### src/rtl/lpp_pkg.sv
// Shared types and constants for the lidar point pinhole projection block.
package lpp_pkg;

    localparam int COORD_W = 20;
    localparam int DEN_W   = 23;
    localparam int REM_W   = 35;
    localparam int MAG_W   = 38;
    localparam int PIX_W   = 12;
    localparam int RANGE_W = 40;

    localparam logic [1:0] ST_INSIDE  = 2'd0;
    localparam logic [1:0] ST_BEHIND  = 2'd1;
    localparam logic [1:0] ST_OUTSIDE = 2'd2;

    localparam logic [2:0] REG_ROW_X = 3'd0;
    localparam logic [2:0] REG_ROW_Y = 3'd1;
    localparam logic [2:0] REG_ROW_Z = 3'd2;
    localparam logic [2:0] REG_INTR  = 3'd3;
    localparam logic [2:0] REG_SIZE  = 3'd4;

    localparam logic [47:0] INTR_RESET = 48'h0F00_1400_0000;
    localparam logic [23:0] SIZE_RESET = 24'h1E0280;

    // One word handed from cell to cell in the divider chain.
    typedef struct packed {
        logic               behind;
        logic               neg_u;
        logic               neg_v;
        logic               ovf_u;
        logic               ovf_v;
        logic [REM_W-1:0]   rem_u;
        logic [REM_W-1:0]   rem_v;
        logic [PIX_W-1:0]   q_u;
        logic [PIX_W-1:0]   q_v;
        logic [DEN_W-1:0]   den;
        logic [RANGE_W-1:0] range_sq;
    } t_cell_word;

endpackage

### src/rtl/lpp_div_cell.sv
// One restoring-division cell: resolves one quotient bit for the u and v lanes.
module lpp_div_cell #(
    parameter int SHIFT = 0
) (
    input  logic                i_clk,
    input  logic                i_rst_n,
    input  logic                i_en,
    input  logic                i_valid,
    input  lpp_pkg::t_cell_word i_word,
    output logic                o_valid,
    output lpp_pkg::t_cell_word o_word
);
    import lpp_pkg::*;

    logic       r_valid;
    t_cell_word r_word;
    t_cell_word n_word;
    logic [REM_W-1:0] trial;

    always_comb begin
        n_word = i_word;
        trial  = REM_W'(i_word.den) << SHIFT;
        if (i_word.rem_u >= trial) begin
            n_word.rem_u    = i_word.rem_u - trial;
            n_word.q_u[SHIFT] = 1'b1;
        end
        if (i_word.rem_v >= trial) begin
            n_word.rem_v    = i_word.rem_v - trial;
            n_word.q_v[SHIFT] = 1'b1;
        end
    end

    always_ff @(posedge i_clk) begin
        if (!i_rst_n) begin
            r_valid <= 1'b0;
        end else if (i_en) begin
            r_valid <= i_valid;
        end
        if (i_en) begin
            r_word <= n_word;
        end
    end

    assign o_valid = r_valid;
    assign o_word  = r_word;
endmodule

### config.mk
export PLATFORM = sky130hd
export DESIGN_NAME = lpp_div_cell
export DESIGN_NICKNAME = d
export VERILOG_FILES = /design/src/rtl/lpp_pkg.sv /design/src/rtl/lpp_div_cell.sv
export SDC_FILE = /design/constraint.sdc
export NUM_CORES = 1
export LEC_CHECK = 0
export BUFFER_PORTS_ARGS = -buffer_cell sky130_fd_sc_hd__buf_2
export CAP_MARGIN = 20
export CORE_MARGIN = 2
export CORE_UTILIZATION = 45
export DETAILED_ROUTE_END_ITERATION = 8
export GPL_TIMING_DRIVEN = 0
export PLACE_DENSITY = 0.74
export SYNTH_ARGS = -nofsm -noshare
export SYNTH_HDL_FRONTEND = slang
export SYNTH_SLANG_ARGS = --single-unit
### constraint.sdc
create_clock -name i_clk -period 3.7 [get_ports i_clk]
set_clock_uncertainty 0.05 [all_clocks]
set_input_delay 0.37 -clock i_clk [delete_from_list [all_inputs] [get_ports i_clk]]
set_output_delay 0.37 -clock i_clk [all_outputs]
set_load 0.1 [all_outputs]
# Word-level counts from Yosys, hierarchy flattened
# Index checks and enable logic that the tools add are counted.
# op_classes
addsub	2
magnitude_cmp	2
n_mux	2
# ops
operator	n
>= comparator 35 x 23 -> 1 bit	2
two-way mux 35 bit	2
subtractor 35 x 23 -> 35 bit	2
# word_totals
regBits	163
elab_cells	20

# Longest topological paths before layout
# Gate-level depths: netlist (run 1).
# logic_depth
word_depth	2
ltp_mapped	13

# Worst setup path after synthesis (run 1)
# OpenSTA, ideal clock, no wires.
# synth_timing
path_type	input port to flip-flop
from	input i_word[122] (netlist bit)
to	register r_word, in the netlist o_word[156], data pin
setup_time_ns	0.272
t_arrival_ns	2.692
required_time_ns	3.378
setup_slack_ns	0.686
cell_stages	12
cell_sequence	inv_1 -> ha_1 -> inv_1 -> fa_1 -> a21o_1 -> a221oi_4 -> o21bai_2 -> a31oi_1 -> o31a_1 -> o21bai_1 -> a2111oi_2 -> xor2_1
# synth_lines
element	line_no	rtl
from (decl)	lpp_div_cell.sv:9	input lpp_pkg::t_cell_word i_word,
to (signal assigned)	lpp_div_cell.sv:40	r_word <= n_word;
to (decl)	lpp_div_cell.sv:16	t_cell_word r_word;

==> summary.txt, run 1 <==
Global routing
  – Number of global-route vias before repair: between 6000 and 7000
  – First-pass GRT wire length: roughly 37000 um
  – Total gr overflow: 0
  – Pin count of the biggest net entering global routing: between 60 and 70
  – Total GRT Usage: between 20 and 25%
  – Initial antenna violation count: 4

Final layout
  – Area delta synth->final: 29.9%
  – Final instance area: 0.0113 mm^2
  – Layout cells sized above 1: between 30 and 40%
  – Fin nets: ~1300
  – Post-Layout Cell Count: around 1400
  – Layout filler cell count: between 1500 and 2000

Drt
  – Antenna-violating nets left: 0
  – Drt pass-1 iters: 5
  – DRC: 0
  – Via count: approximately 7200
  – DR WL/cell: about 19 um
  – Starting DRC count in detailed routing: 438
  – Vias/cell: 5.29
  – Final wirelength: about 26000 um

Timing
  – Final Cycle Share: a little under nine tenths
  – Max-slew violation count: 0
  – TNS Setup: 0 ns
  – RSZ-0062 raised after global routing: false
  – Max Fclk: approximately 0.31 GHz
  – Final setup viols: 0
  – Worst Setup Slack, final: ~0.53 ns
  – Tmin final: roughly 3.2 ns
  – Max-slew headroom: between 50% and 60%
  – Final Hold Fails: 0
  – Hold WS: slightly above 0.06 ns
  – Actual slew at the worst max-slew pin: approximately 0.73 ns

Flow run
  – Max Cap Viol: 0

Clock network
  – CTS Root Cell: clkbuf_16
  – Worst-Skew Late Latency: roughly 0.42 ns
  – CTS Buf Count: 17
  – CTS tree: yes
  – Clock sinks: 163
  – H-tree level count: 4
  – CTS resizes: 0
  – Buffer depth of the longest clock path: 2
  – CTS clk-pin slew, worst paths: 0.08 ns
  – Hold_buf cts: 0
  – Postcts setup bufs: 0

Synth
  – Cell with the most instances after synthesis: edfxtp_1
  – Asr flop ratio synth: 0%
  – Seq/Total Area, Yosys: 56.2%
  – Synth Instances: about 750
  – Syn Nets: ~960
  – Yosys synthesis warning count: 0
  – Area leader, netlist: edfxtp_1
  – Synth Register Bits: ~160
  – Post-synth cell types: 66
  – Synth top area cells: edfxtp_1 56%, ha_1 6.6%, o21ai_0 3.7%
  – Synth cell count leaders: 162 x edfxtp_1, 84 x nand2_1, 64 x o21ai_0
  – Top_reg_cell synth: edfxtp_1
  – Yosys top cell area share: about 56%
  – Synthesized area per cell: 11.6 um^2
  – Synthesized cell area: between 0.008 and 0.009 mm^2
  – Post-synth EDFFs: 162

Worst hold path
  – HP Class: primary input to flip-flop

Setup path
  – CP required: between 3 and 4 ns
  – Slowest stage cell, crit path: a31oi_1
  – Slowest stage delay, CP: about 0.43 ns
  – CP Data Arrival Time: 3.29 ns
  – Largest fanout on the critical path: 4
  – Critical Path Start Type: primary input
  – CP Class: primary input to flip-flop
  – Setup crit end kind: flip-flop
  – Critical path cell sequence: buf_2 -> ha_1 -> inv_1 -> fa_1 -> a21o_1 -> a221oi_4 -> o21bai_2 -> a31oi_1 -> o31a_1 -> o21bai_1 -> a2111oi_2 -> xor2_1

Pwr
  – Sequential Power Share: 36.1%
  – Leak Pwr: roughly 4.8 nW
  – Max rail drop VDD: 0.000335 V
  – P per Cell Area: about 570 mW/mm^2
  – Sw frac: around 44%
  – Clock group share of total power: roughly 28%
  – Internal: 3.60 mW
  – Net Switching: approximately 2.8 mW
  – Combinational power share: 36.4%

Placement
  – Cell Area, Placed: ~0.011 mm^2
  – DP Cell Count: 1335
  – Routability Congestion: just over 0.9
  – Post-DP HPWL: 20700 um
  – Port bufs: 326
  – Pre-CTS WS: 0.115 ns

Floorplanning
  – Die Width: ~140 um
  – Row count: 50
  – Die area: about 0.020 mm^2
  – Die Span Y: 143 um
  – Initial Util: roughly 46%
  – I/O Pins: about 330
  – Core area: 0.0188 mm^2

Outcome
  – Outcome: finished, final reports clean
==> cell families (layout without fill, tap and decap cells) <==
family	Yosys count	in the layout	synth area share, %
xor gates and xnor gates	60	60	6.05
muxes	9	9	1.12
and+or+nand+nor	219	219	12.7
adders and majority gates	48	48	7.09
DFF	163	163	56.2
AOI/OAI and AO/OA	187	187	13.8
other	0	1	0
buffers and inverters	61	421	2.97
==> path summary, 6_finish.rpt <==
check	startpoint	end	slack (ns)	cells past startpoint
setup / recovery	i_word[40]	o_word[156]$_DFFE_PP_	0.53	12
hold / removal	i_word[76]	o_word[76]$_DFFE_PP_	0.06	1
hold reg to reg	o_valid$_SDFFE_PN0P_	o_valid$_SDFFE_PN0P_	0.53	2
setup reg to reg	o_valid$_SDFFE_PN0P_	o_valid$_SDFFE_PN0P_	3.00	2
==> final cells by class <==
| type | instances | area [um^2] | share of cell area [%] |
|---|---|---|---|
| Antenna cell | 1 | 2.50 | 0.0222 |
| Inverter | 39 | 146 | 1.30 |
| Multi-Input combinational cell | 523 | 3540 | 31.4 |
| Buffer | 22 | 111 | 0.987 |
| Sequential cell | 163 | 4880 | 43.3 |
| Tap cell | 260 | 325 | 2.88 |
| Clock buffer | 17 | 425 | 3.77 |
| Timing Repair Buffer | 328 | 1690 | 15.0 |
| Clock inverter | 15 | 155 | 1.37 |
==> per-layer routing <==
layer / global-route usage [%] / wire length (um)
met5: 0 / 40
met4: 8.91 / 650
met3: 6.04 / 2050
met2: 41.0 / 12700
met1: 30.9 / 10600
==> layout by cell type, fill, tap and decap left out, drive strengths merged, types with 3 or more instances in the layout <==
cell type  netlist  layout
or2              5       5
a211o            3       3
buf              8     336
edfxtp         162     162
nor3            17      17
o21ai           65      65
xnor2           26      26
a21o            13      13
o21bai          10      10
a211oi           6       6
a21oi           47      47
o21a             6       6
nor2            33      33
and2             6       6
nand2b           8       8
or3              8       8
a31oi           10      10
mux2i            3       3
nand2           84      84
inv             39      49
o31ai            5       5
xor2            34      34
and3             7       7
mux2             6       6
clkinv           0       5
or4              4       4
ha              46      46
clkbuf          14      31
nand3           15      15
nor4            11      11
nor2b            3       3
nand4           11      11
==> power groups by stage <==
stage	Sequential, mW	Combinational [mW]	Clock [mW]
2_1_floorplan	3.74	0.464	0
3_3_place_gp	2.35	2.30	0
3_5_place_dp	2.35	2.32	0
4_1_cts	2.31	2.33	1.79
5_1_grt	2.33	2.43	1.85
6_report	2.31	2.33	1.76
==> stage by stage <==
step / power, mW / utilization (%)
2_1_floorplan: 4.20 / -
5_1_grt: 6.61 / 59.9
3_5_place_dp: 4.67 / 56.8
6_report: 6.39 / 59.9
3_3_place_gp: 4.66 / 56.5
4_1_cts: 6.43 / 59.9
==> critical path, delay by kind of cell <==
kind / cells / cell delay [ns]
adders and majority gates: 2 / 0.62
buffers and inverters: 2 / 0.21
xor gates and xnor gates: 1 / 0.12
AOI/OAI and AO/OA: 7 / 1.95
==> state kept, by name (all words and copies together), names as in the netlist <==
register,flops
o_word,162
o_valid,1
Note: power is estimated with default switching activity, not from simulation.
==> inputs of run 2 (changes only) <==
--- a/config.mk
+++ b/config.mk
@@ -7,11 +7,12 @@
 export LEC_CHECK = 0
 export BUFFER_PORTS_ARGS = -buffer_cell sky130_fd_sc_hd__buf_2
 export CAP_MARGIN = 20
+export CORE_ASPECT_RATIO = 0.9
 export CORE_MARGIN = 2
-export CORE_UTILIZATION = 45
+export CORE_UTILIZATION = 50
 export DETAILED_ROUTE_END_ITERATION = 8
 export GPL_TIMING_DRIVEN = 0
-export PLACE_DENSITY = 0.74
+export PLACE_DENSITY = 0.81
 export SYNTH_ARGS = -nofsm -noshare
 export SYNTH_HDL_FRONTEND = slang
 export SYNTH_SLANG_ARGS = --single-unit
==> constraint.sdc (replaced) <==
create_clock -name i_clk -period 3.7 [get_ports i_clk]
set_clock_uncertainty 0.05 [all_clocks]
set_input_delay 1.11 -clock i_clk [delete_from_list [all_inputs] [get_ports i_clk]]
set_output_delay 1.11 -clock i_clk [all_outputs]
set_load 0.1 [all_outputs]
==> summary.txt, run 2 (same netlist as run 1, synthesis figures left out) <==
Global routing
  – Initial antenna violation count: 4
  – Number of global-route vias before repair: 7005
  – Pin count of the biggest net entering global routing: 86
  – First-pass GRT wire length: ~38000 um
  – Total GRT Usage: about 28%
  – Total gr overflow: 0

Setup path
  – CP required: ~3.8 ns
  – Critical path cell sequence: buf_2 -> inv_1 -> ha_1 -> inv_1 -> fa_1 -> a21o_1 -> a221oi_4 -> o21bai_2 -> a31oi_4 -> o31a_1 -> o21bai_1 -> a2111oi_4 -> xor2_1
  – Critical path's top delay family: compound AO/OA/AOI/OAI gates
  – Setup crit end kind: flip-flop
  – Critical Path Start Type: primary input
  – Slowest stage cell, crit path: fa_1
  – Slowest stage delay, CP: ~0.4 ns
  – Critical Path Most Common Cell: inv_1
  – Largest fanout on the critical path: 3
  – CP Class: primary input to flip-flop
  – Buf/Inv on CP: 3
  – CP Data Arrival Time: roughly 3.8 ns

Final layout
  – Max reg flops: between 150 and 200
  – Area delta synth->final: 30.8%
  – Fin nets: roughly 1300
  – Layout cells sized above 1: 36.6%
  – Commonest non-fill, non-tap cell in the layout: buf_2
  – Most frequent cells in the layout: 329 x buf_2, 162 x edfxtp_1, 84 x nand2_1
  – Final instance area: roughly 0.011 mm^2

Pwr
  – Max rail drop VDD: approximately 0.00034 V
  – P per Cell Area: approximately 560 mW/mm^2
  – Leak Pwr: 4.81 nW
  – Post-layout power: approximately 6.4 mW

Timing
  – Max Fclk: approximately 0.27 GHz
  – Final Cycle Share: between 90 and 100%
  – Max-slew violation count: 0
  – Final Hold Fails: 0
  – Actual slew at the worst max-slew pin: between 0.7 and 0.8 ns
  – Tmin final: about 3.6 ns
  – Final setup viols: 0
  – Worst Setup Slack, final: around 0.059 ns
  – Max-slew headroom: between 40% and 50%
  – Hold WS: 0.467 ns

Drt
  – Vias/cell: 5.51
  – Drt pass-1 iters: 5
  – Antenna-violating nets left: 0
  – Final wirelength: 26300 um
  – DR WL/cell: about 20 um
  – DRC: 0
  – Starting DRC count in detailed routing: 518
  – Via count: about 7400

Floorplanning
  – Initial Util: between 50% and 60%
  – I/O Pins: between 300 and 400
  – Row count: 45
  – Die Width: between 100 and 150 um
  – Die Span Y: between 100 and 150 um
  – Die area: 0.0184 mm^2
  – Core area: roughly 0.017 mm^2

Clock network
  – H-tree level count: 4
  – CTS tree: yes
  – Buffer depth of the longest clock path: 2
  – Hold_buf cts: 0
  – Clock sinks: around 160
  – CTS Buf Count: 17
  – CTS clk-pin slew, worst paths: 0.07 ns
  – Worst-Skew Late Latency: 0.43 ns
  – CTS Root Cell: clkbuf_16

Placement
  – Pre-CTS WS: -0.532 ns
  – Post-DP HPWL: 20600 um
  – Cell Area, Placed: around 0.011 mm^2
  – Port bufs: between 300 and 400
  – Routability Congestion: 0.903

Flow run
  – Max Cap Viol: 0

Outcome
  – Outcome: finished, final reports clean

Worst hold path
  – HP Class: flip-flop to flip-flop
-- run 2: what timing repair did --
item | CTS | global route
buffers inserted | 3 | 3
pin swaps | 2 | 2
setup endpoints to repair | 19 | 46
gates resized for setup | 1 | 18
-- run 2: path summary, 6_finish.rpt --
kind / cells past startpoint / slack [ns] / end / start
worst min register to register: 2 / 0.47 / o_valid$_SDFFE_PN0P_ / o_valid$_SDFFE_PN0P_
worst max-delay path: 13 / 0.06 / o_word[156]$_DFFE_PP_ / i_word[122]
worst min-delay path: 2 / 0.47 / o_valid$_SDFFE_PN0P_ / o_valid$_SDFFE_PN0P_
worst max register to register: 2 / 3.06 / o_valid$_SDFFE_PN0P_ / o_valid$_SDFFE_PN0P_
-- run 2: stage by stage --
step           util [%]  std cells  TNS [ns]
2_1_floorplan         -        747         0
3_3_place_gp       62.7       1308   -104.18
3_5_place_dp       62.8       1309    -22.47
4_1_cts            66.4       1344         0
5_1_grt            67.0       1347   -0.0392
6_report           67.0       1348         0
-- run 2: area by class of cell --
class	instances	area, um^2
repair buffers	333	1710
well taps	235	294
multi-input cells	523	3630
diodes	3	7.51
inverters	39	146
clock buffers	18	429
flip-flops and latches	163	4880
clock inverters	14	145
fillers	1336	5590
plain buffers	20	110
-- run 2: routing by layer --
metal / track usage (%) / up-vias / part of all wire, %
li1: - / 3492 / -
met1: 34.2 / 3525 / 39
met2: 46.2 / 364 / 49
met3: 8.09 / 43 / 9.3
met4: 9.84 / 2 / 2.5
met5: 0 / - / 0.042
-- run 2: power by group --
group / switching [mW] / internal [mW] / total (mW)
clock: 0.822 / 0.895 / 1.72
combinational: 1.92 / 0.431 / 2.35
sequential: 0.0509 / 2.27 / 2.32
-- run 2: worst min-delay path: stages (launching register included) --
cell	delay [ns]
dfxtp_1	0.33
mux2i_1	0.06
nor2b_1	0.09
==> inputs of run 3 (changes only) <==
--- a/config.mk
+++ b/config.mk
@@ -7,7 +7,7 @@
 export LEC_CHECK = 0
 export BUFFER_PORTS_ARGS = -buffer_cell sky130_fd_sc_hd__buf_2
 export CAP_MARGIN = 20
-export CORE_ASPECT_RATIO = 0.9
+export CORE_ASPECT_RATIO = 1.25
 export CORE_MARGIN = 2
 export CORE_UTILIZATION = 50
 export DETAILED_ROUTE_END_ITERATION = 8
==> summary.txt, run 3 (same netlist as run 1, synthesis figures left out) <==
Setup path
  – R2r worst-path depth: 2
  – Critical path cell sequence: buf_2 -> clkinvlp_4 -> buf_4 -> ha_1 -> nor2b_1 -> o31a_1 -> nor3_1 -> o31ai_4 -> a21boi_2 -> buf_6 -> buf_6 -> mux2_1
  – CP Data Arrival Time: approximately 3.9 ns
  – Setup crit end kind: flip-flop
  – Slowest stage delay, CP: approximately 0.39 ns
  – Critical path depth: 12
  – CP required: between 3 and 4 ns
  – Critical Path Most Common Cell: buf_6
  – Critical Path Start Type: primary input
  – Reg-to-reg setup timing slack: 3.05 ns
  – Critical path's top delay family: buffers and inverters
  – Buf/Inv on CP: 5
  – Slowest stage cell, crit path: nor3_1
  – Largest fanout on the critical path: 10
  – CP Class: primary input to flip-flop

Global routing
  – Initial antenna violation count: 1
  – Number of global-route vias before repair: around 7200
  – Total gr overflow: 0
  – Total GRT Usage: between 20% and 30%
  – Pin count of the biggest net entering global routing: roughly 100
  – First-pass GRT wire length: around 38000 um

Final layout
  – Most frequent cells in the layout: 327 x buf_2, 162 x edfxtp_1, 84 x nand2_1
  – Fin nets: roughly 1300
  – Layout cells sized above 1: 36.9%
  – Max reg flops: roughly 160
  – Util after Layout: between 60 and 70%
  – Layout filler cell count: ~1300
  – Reg area: around 0.005 mm^2
  – Area of the multi-input gates: approximately 0.0037 mm^2
  – Commonest non-fill, non-tap cell in the layout: buf_2
  – Post-Layout Cell Count: around 1300
  – Area delta synth->final: 31.0%

Clock network
  – Hold_buf cts: 0
  – H-tree level count: 4
  – CTS tree: yes
  – Buffer depth of the longest clock path: 2
  – Worst-Skew Late Latency: 0.43 ns
  – CTS Buf Count: 17
  – CTS clk-pin slew, worst paths: about 0.070 ns
  – CTS Root Cell: clkbuf_16
  – Clock sinks: roughly 160

Timing
  – Actual slew at the worst max-slew pin: 0.615 ns
  – Worst Setup Slack, final: -0.0430 ns
  – RSZ-0062 raised after global routing: true
  – Max-slew headroom: 59.0%
  – Max-slew violation count: 0
  – Final setup viols: 1
  – Tmin final: 3.74 ns
  – Final Hold Fails: 0
  – Final Cycle Share: 101%
  – Hold WS: approximately 0.48 ns
  – Max Fclk: 0.267 GHz

Drt
  – Drt pass-1 iters: 5
  – Via count: ~7500
  – Antenna-violating nets left: 0
  – Vias/cell: around 5.6
  – DR WL/cell: about 20 um
  – Final wirelength: ~27000 um
  – DRC: 0
  – Starting DRC count in detailed routing: 590

Placement
  – DP Cell Count: about 1300
  – Post-DP HPWL: 21000 um
  – Pre-CTS WS: -0.620 ns
  – Port bufs: around 330
  – Routability Congestion: between 0.9 and 1

Floorplanning
  – Core area: 0.0169 mm^2
  – Die Span Y: roughly 150 um
  – Row count: between 50 and 60
  – Initial Util: about half
  – I/O Pins: 329
  – Die area: 0.0184 mm^2
  – Die Width: 122 um

Worst hold path
  – HP Class: flip-flop to flip-flop
  – Hold Path Stages: 2

Pwr
  – Max rail drop VDD: between 0.0003 and 0.0004 V
  – Leak Pwr: a little under 5 nW
  – Post-layout power: 6.33 mW
  – P per Cell Area: 556 mW/mm^2

Outcome
  – Failing checks: setup timing
  – Outcome: finished, violations left

Flow run
  – Max Cap Viol: 0
## run 3: routing by layer
layer	vias to the layer above	global-route usage [%]	wire [um]
met1	3495	28.4	9280
met4	0	14.9	1360
met2	381	50.5	14000
met3	80	8.77	2520
met5	-	0	0
li1	3506	-	-
## run 3: repair_timing
item	4_1_cts	5_1_grt
setup endpoints to repair	13	46
setup buffers	2	8
pin swaps	2	4
gates resized for setup	3	23
## run 3: cell type report
class,instances,share of cell area (%)
Tap cell,220,2.42
Timing Repair Buffer,337,15.3
Clock inverter,14,1.03
Antenna cell,1,0.0220
Buffer,22,1.07
Inverter,39,1.32
Sequential cell,163,42.9
Multi-Input combinational cell,523,32.1
Clock buffer,18,3.77
## run 3: final timing paths
path | from | end
worst max-delay path | i_word[41] | o_word[107]$_DFFE_PP_
worst min-delay path | o_valid$_SDFFE_PN0P_ | o_valid$_SDFFE_PN0P_
worst max register to register | o_valid$_SDFFE_PN0P_ | o_valid$_SDFFE_PN0P_
worst min register to register | o_valid$_SDFFE_PN0P_ | o_valid$_SDFFE_PN0P_
## run 3: tightest hold or removal path, delay by kind of cell (launching register included)
family        cells  cell delay, ns
mux               1            0.07
flops             1            0.32
simple gates      1            0.10
## run 3: per-stage QoR
step                      setup TNS, ns  cell area (um^2)
after detailed placement         -21.56             10600
final                           -0.0430             11400
after global placement           -94.27             10600
after floorplan                       0              8690
after global routing             -0.854             11400
after CTS                             0             11200
## run 3: report_power, final
part           leakage, nW  internal [mW]  switching [mW]  total [mW]
clock network        0.256          0.877           0.772        1.65
registers             1.59           2.27          0.0474        2.31
logic                 2.96          0.438            1.93        2.37
